--- config.mk ---
export PLATFORM = sky130hd
export DESIGN_NAME = xor_lrc_frame_receiver
export DESIGN_NICKNAME = d
export VERILOG_FILES = /design/src/rtl/core/xlfr_pkg.sv /design/src/rtl/core/xor_lrc_frame_receiver.sv
export SDC_FILE = /design/constraint.sdc
export NUM_CORES = 1
export LEC_CHECK = 0
export ABC_AREA = 1
export BUFFER_PORTS_ARGS = -buffer_cell sky130_fd_sc_hd__buf_2
export CAP_MARGIN = 10
export CORE_MARGIN = 4
export CORE_UTILIZATION = 53
export CTS_CLUSTER_DIAMETER = 80
export DETAILED_ROUTE_END_ITERATION = 16
export GPL_ROUTABILITY_DRIVEN = 0
export HOLD_SLACK_MARGIN = 0.08
export PLACE_DENSITY = 0.72
export SYNTH_ARGS = -nofsm -noshare
export SYNTH_HDL_FRONTEND = slang
export SYNTH_SLANG_ARGS = --single-unit
--- constraint.sdc ---
create_clock -name i_clk -period 8.85 [get_ports i_clk]
set_input_delay 1.77 -clock i_clk [delete_from_list [all_inputs] [get_ports i_clk]]
set_output_delay 1.77 -clock i_clk [all_outputs]
set_load 0.005 [all_outputs]
--- src/rtl/core/xlfr_pkg.sv ---
// Package of shared types and constants for the XOR LRC frame receiver.
`timescale 1ns / 1ps

package xlfr_pkg;

    localparam logic [7:0] SYNC_BYTE = 8'h7E;
    localparam logic [7:0] MIN_LEN   = 8'd4;
    localparam logic [7:0] HEAD_LEN  = 8'd3;

    typedef enum logic [2:0] {
        ST_DATA      = 3'd0,
        ST_OK        = 3'd1,
        ST_BAD_SYNC  = 3'd2,
        ST_BAD_LEN   = 3'd3,
        ST_BAD_CHECK = 3'd4
    } t_status;

    typedef enum logic [5:0] {
        PH_SYNC1 = 6'b000001,
        PH_SYNC2 = 6'b000010,
        PH_LEN   = 6'b000100,
        PH_ID    = 6'b001000,
        PH_DATA  = 6'b010000,
        PH_CHECK = 6'b100000
    } t_phase;

    typedef struct packed {
        logic [7:0] byte_out;
        logic [7:0] station_id;
        logic [7:0] byte_index;
        logic       frame_end;
        t_status    status;
    } t_result;

endpackage

--- src/rtl/core/xor_lrc_frame_receiver.sv ---
// Frame receiver: byte-serial deframer with double sync, length, id and XOR check.
//
// Input channel: one received byte per request on i_byte_in, qualified by
// i_in_valid; the block holds it off with o_in_stall.
// Output channel: at most one result per input byte on o_byte_out, o_station_id,
// o_byte_index, o_frame_end and o_status, qualified by o_out_valid and held
// off by the downstream i_out_stall.
// Each payload byte yields a data result; the check byte closes the frame with
// an ok or bad-check status, and a bad sync or a length below four yields an
// error result after which the block hunts for sync again.
// Throughput is one byte per cycle while o_in_stall is low, set by the
// combinational parse state update between the accepted byte and the result
// register; while the downstream stalls, a result lands in the skid instead.
// A skid register behind the result register lets one further result land
// while the downstream stalls; o_in_stall rises only when that skid is full.
// Synchronous active-low reset returns the parser to hunting for the first sync
// byte and empties both result registers.
`timescale 1ns / 1ps

module xor_lrc_frame_receiver (
    input  logic              i_clk,
    input  logic              i_rst_n,
    input  logic              i_in_valid,
    output logic              o_in_stall,
    input  logic [7:0]        i_byte_in,
    output logic              o_out_valid,
    input  logic              i_out_stall,
    output logic [7:0]        o_byte_out,
    output logic [7:0]        o_station_id,
    output logic [7:0]        o_byte_index,
    output logic              o_frame_end,
    output logic [2:0]        o_status
);
    import xlfr_pkg::*;

    t_phase     r_phase, n_phase;
    logic [7:0] r_bytes_left, n_bytes_left;
    logic [7:0] r_running_xor, n_running_xor;
    logic [7:0] r_held_id, n_held_id;
    logic [7:0] r_payload_pos, n_payload_pos;

    t_result    r_out, r_skid, n_res;
    logic       r_out_valid, r_skid_valid, n_res_valid;

    logic       in_accept;
    logic       out_take;

    assign o_in_stall = r_skid_valid;
    assign in_accept  = i_in_valid && !o_in_stall;
    assign out_take   = r_out_valid && !i_out_stall;

    // Parse step for the byte on the input port.
    always_comb begin
        n_phase       = r_phase;
        n_bytes_left  = r_bytes_left;
        n_running_xor = r_running_xor;
        n_held_id     = r_held_id;
        n_payload_pos = r_payload_pos;
        n_res_valid   = 1'b0;
        n_res         = '{byte_out: i_byte_in, station_id: 8'd0, byte_index: 8'd0,
                          frame_end: 1'b1, status: ST_BAD_SYNC};
        case (r_phase)
            PH_SYNC2: begin
                if (i_byte_in != SYNC_BYTE) begin
                    n_phase     = PH_SYNC1;
                    n_res_valid = 1'b1;
                end else begin
                    n_phase = PH_LEN;
                end
            end
            PH_LEN: begin
                if (i_byte_in < MIN_LEN) begin
                    n_phase      = PH_SYNC1;
                    n_res_valid  = 1'b1;
                    n_res.status = ST_BAD_LEN;
                end else begin
                    n_running_xor = i_byte_in;
                    n_bytes_left  = i_byte_in - HEAD_LEN;
                    n_phase       = PH_ID;
                end
            end
            PH_ID: begin
                n_held_id     = i_byte_in;
                n_running_xor = r_running_xor ^ i_byte_in;
                n_payload_pos = 8'd0;
                n_phase       = (r_bytes_left == 8'd0) ? PH_CHECK : PH_DATA;
            end
            PH_DATA: begin
                n_running_xor    = r_running_xor ^ i_byte_in;
                n_payload_pos    = r_payload_pos + 8'd1;
                n_bytes_left     = r_bytes_left - 8'd1;
                if (r_bytes_left == 8'd1) begin
                    n_phase = PH_CHECK;
                end
                n_res_valid      = 1'b1;
                n_res.station_id = r_held_id;
                n_res.byte_index = r_payload_pos;
                n_res.frame_end  = 1'b0;
                n_res.status     = ST_DATA;
            end
            PH_CHECK: begin
                n_phase          = PH_SYNC1;
                n_res_valid      = 1'b1;
                n_res.station_id = r_held_id;
                n_res.status     = (i_byte_in == r_running_xor) ? ST_OK : ST_BAD_CHECK;
            end
            default: begin
                if (i_byte_in != SYNC_BYTE) begin
                    n_phase     = PH_SYNC1;
                    n_res_valid = 1'b1;
                end else begin
                    n_phase = PH_SYNC2;
                end
            end
        endcase
    end

    always_ff @(posedge i_clk) begin
        if (!i_rst_n) begin
            r_phase       <= PH_SYNC1;
            r_bytes_left  <= 8'd0;
            r_running_xor <= 8'd0;
            r_held_id     <= 8'd0;
            r_payload_pos <= 8'd0;
        end else if (in_accept) begin
            r_phase       <= n_phase;
            r_bytes_left  <= n_bytes_left;
            r_running_xor <= n_running_xor;
            r_held_id     <= n_held_id;
            r_payload_pos <= n_payload_pos;
        end
    end

    // Result register with a skid stage behind it.
    always_ff @(posedge i_clk) begin
        if (!i_rst_n) begin
            r_out_valid  <= 1'b0;
            r_skid_valid <= 1'b0;
        end else if (r_skid_valid) begin
            if (out_take) begin
                r_out_valid  <= 1'b1;
                r_skid_valid <= 1'b0;
            end
        end else if (!r_out_valid || out_take) begin
            r_out_valid <= in_accept && n_res_valid;
        end else if (in_accept && n_res_valid) begin
            r_skid_valid <= 1'b1;
        end
    end

    always_ff @(posedge i_clk) begin
        if (r_skid_valid) begin
            if (out_take) begin
                r_out <= r_skid;
            end
        end else if (!r_out_valid || out_take) begin
            if (in_accept && n_res_valid) begin
                r_out <= n_res;
            end
        end else if (in_accept && n_res_valid) begin
            r_skid <= n_res;
        end
    end

    assign o_out_valid  = r_out_valid;
    assign o_byte_out   = r_out.byte_out;
    assign o_station_id = r_out.station_id;
    assign o_byte_index = r_out.byte_index;
    assign o_frame_end  = r_out.frame_end;
    assign o_status     = r_out.status;

`ifndef ASSERT_OFF
    a_skid_behind_out: assert property (@(posedge i_clk) disable iff (!i_rst_n)
        r_skid_valid |-> r_out_valid)
        else $error("skid register holds a result while the output register is empty");

    a_data_not_end: assert property (@(posedge i_clk) disable iff (!i_rst_n)
        (o_out_valid && o_status == ST_DATA) |-> !o_frame_end)
        else $error("payload result marked as frame end");

    a_error_fields: assert property (@(posedge i_clk) disable iff (!i_rst_n)
        (o_out_valid && (o_status == ST_BAD_SYNC || o_status == ST_BAD_LEN))
        |-> (o_station_id == 8'd0 && o_byte_index == 8'd0 && o_frame_end))
        else $error("error result carries stale frame fields");

    a_last_payload: assert property (@(posedge i_clk) disable iff (!i_rst_n)
        (in_accept && r_phase == PH_DATA && r_bytes_left == 8'd1)
        |=> r_phase == PH_CHECK)
        else $error("parser did not move to the check byte after the last payload byte");
`endif

endmodule
==> summary.md <==
| Metric | Value |
|---|---|
| Run status | `finished, final reports clean` |
| Slew HR | `between 30% and 40%` |
| DR iter-0 viols | `about 220` |
| Synthesis-to-layout area growth | `10.8%` |
| Core area | `~8000 um^2` |
| Routed len/inst | `~14 um` |
| P_leak | `just under 0.002 uW` |
| CTS Buf Count | `9` |
| Fillers | `~700` |
| Buffers on Ports | `a little over 40` |
| RSZ-0062 raised after global routing | `no` |
| Power density over cell area | `between 150 and 200 nW/um^2` |
| Mean Syn Cell Area | `8.65 um^2` |
| DIE WIDTH | `roughly 100 um` |
| Unique cell type count in the Yosys netlist | `35` |
| Final wirelength | `about 9.5 mm` |
| Core Util, Final | `roughly three fifths` |
| First-pass GRT wire length | `roughly 16 mm` |
| GRT Resource Usage Total | `about a fifth` |
| Max cap viols | `0` |
| Worst Skew | `slightly below 0.009 ns` |
| Post-route DRC | `0` |
| Antenna cells | `0` |
| Vias per inst | `approximately 5.2` |
| DRT antenna net count | `0` |
| Cell area after synthesis | `approximately 4500 um^2` |
| Layout cell share with drive strength beyond 1 | `15.2%` |
| Worst R2R Path Depth | `8` |
| Maximum vdd drop | `roughly 0.00009 V` |
| Multi-input gate area | `1680 um^2` |
| Nets | `570` |
| Post-CTS Setup Repair Bufs | `0` |
| CP Launch Type | `input port` |
| Chip height | `~100 um` |
| Hold Violations, Final | `0` |
| Initial Util | `between 50 and 60%` |
| Post-synth net total | `around 530` |
| Die area | `9960 um^2` |
| Ports | `42` |
| Worst Hold Class | `flip-flop to flip-flop` |
| Largest net degree at the start of global routing | `33` |
| DP HPWL | `between 6 and 7 mm` |
| Max-slew violations | `0` |
| Hold_ws | `slightly below 0.5 ns` |
| CTS resizes | `0` |
| CP arrival | `around 3.6 ns` |
| Sequential standard cell area | `~2500 um^2` |
| Total negative slack | `0 ns` |
| Post-CTS Hold Buffers | `0` |
| Register area share after synthesis | `a little under three fifths` |
| CTS tree | `yes` |
| Root buf cell | `clkbuf_8` |
| Detailed-route via count | `~3500` |
| Final global-route overflow total | `0` |
| Initial antenna violation count | `0` |
| Clock period minus worst slack | `approximately 3.6 ns` |
| Clk buf depth | `2` |
| Total number of yosys warnings | `0` |
| Achievable Freq | `0.279 GHz` |
| Vias in the first global route | `~3300` |
| Pre-antenna DRT Iters | `5` |
| # setup viols final | `0` |
| Row cnt | `33` |
| Clock transition at the registers of the reported paths | `0.10 ns` |
| TritonCTS Sinks | `96` |
| Worst path required time | `8.83 ns` |
| Placed cells | `647` |
| Hold Path Stages | `2` |
| Setup crit end kind | `flip-flop` |
| Setup CP Type | `input port to flip-flop` |
| Worst Path Max Fanout | `28` |
| Period utilization | `between 40% and 50%` |
| Synth Instances | `516` |
| Clock Latency Late Sink | `between 0.3 and 0.4 ns` |
| CTS H-tree lvls | `3` |
| Yosys reg bits | `96` |
| Finished Layout Cells | `roughly 660` |
| Worst slew pin tran | `roughly 1.0 ns` |
==> synthesized netlist by cell type <==
master	count	area share, %
nor3b_2	1	0.28
nor2_4	2	0.50
inv_1	44	3.7
nand2_1	146	12
or2_1	1	0.14
and3_1	1	0.14
clkinv_1	1	0.084
nor4_1	1	0.14
nor3b_1	1	0.17
nand2_4	2	0.50
ha_1	5	1.4
xor2_1	14	2.7
nor2_1	44	3.7
edfxtp_1	56	38
nand3_1	15	1.7
clkbuf_1	9	0.76
nand3_2	1	0.22
a31oi_1	1	0.14
a21oi_4	1	0.36
buf_4	2	0.34
a211oi_1	1	0.17
o211ai_1	2	0.34
nor2_2	3	0.42
nand4_1	3	0.42
a21oi_1	39	4.4
dfxtp_1	40	18
nand2_2	4	0.56
o21ai_1	2	0.22
nor3_1	8	0.90
o21ai_0	44	4.9
inv_2	11	0.92
buf_6	2	0.50
xnor2_1	4	0.78
buf_2	4	0.45
or2_2	1	0.14
==> final timing paths <==
path / from / to / slack, ns
setup / recovery: i_byte_in[0] / o_byte_index[4] / 5.26
hold / removal: r_running_xor[0] / r_running_xor[0] / 0.48
setup reg to reg: o_in_stall / o_byte_index[4] / 6.06
hold reg to reg: r_running_xor[0] / r_running_xor[0] / 0.48
==> power breakdown <==
group	switching [uW]	internal [uW]	total (uW)
sequential	5.67	491	496
clock	155	161	316
combinational	46.2	21.6	67.9
==> cells in the final DEF, fill, tap and decap left out, types with 2 or more instances in the layout <==
master	netlist	routed
a21oi_1	39	39
nor2_4	2	2
inv_2	11	11
inv_1	44	44
bufinv_16	0	2
nor2_1	44	43
nand2_1	146	146
o21ai_0	44	44
clkbuf_8	0	9
xor2_1	14	14
nand2_2	4	4
nor3_1	8	8
o21ai_1	2	2
nor2_2	3	4
ha_1	5	5
nand3_1	15	15
nand4_1	3	3
dfxtp_1	40	40
xnor2_1	4	4
edfxtp_1	56	56
o211ai_1	2	2
buf_2	4	41
nand2_4	2	2
buf_4	2	2
inv_6	0	2
==> critical path, cell delays in order <==
cell and delay (ns):
buf_2 0.13, inv_1 0.11, ha_1 0.22, nand3_1 0.11, nor2_1 0.09, nand3_1 0.09
nand3_1 0.12, nand2_1 0.10, nand2_1 0.07, inv_1 0.75
==> per-stage QoR <==
stage	instance area, um^2	setup WS [ns]	total power (uW)
4_1_cts	4950	5.24	885
6_report	4950	5.26	880
2_1_floorplan	4470	4.86	546
3_5_place_dp	4730	4.86	575
5_1_grt	4950	5.03	914
3_3_place_gp	4730	5.01	572
==> sequential cells by signal, indices dropped and copies added, names as in the netlist <==
| name | cells |
|---|---|
| r_payload_pos | 8 |
| r_bytes_left | 8 |
| r_phase | 6 |
| r_held_id | 8 |
| o_frame_end | 1 |
| o_in_stall | 1 |
| o_out_valid | 1 |
| r_running_xor | 8 |
| r_skid | 28 |
| o_status | 3 |
| o_station_id | 8 |
| o_byte_out | 8 |
| o_byte_index | 8 |
==> per-layer routing <==
layer	part of all wire [%]	up-vias	global-route usage, %	wire length, um
met2	46	93	31.0	4390
li1	-	1755	-	-
met5	0	-	0	0
met4	1.4	0	6.20	132
met3	5.8	16	4.45	549
met1	46	1586	27.7	4380
==> cell type report <==
type	instances	area share (%)
Clock buffer	10	2.58
Multi-Input combinational cell	347	34.1
Sequential cell	96	50.2
Inverter	56	4.25
Timing Repair Buffer	43	4.45
Clock inverter	6	1.82
Tap cell	105	2.66
==> cells by family after synthesis <==
family,count (synthesis),synth area share [%]
AO/OA/AOI/OAI,90,10.5
buffers and inverters,73,6.75
flip-flops,96,55.6
adder cells (fa/ha/maj),5,1.40
XOR/XNOR,18,3.53
AND/OR/NAND/NOR,234,22.2
Power figures use the tool's default switching activity.
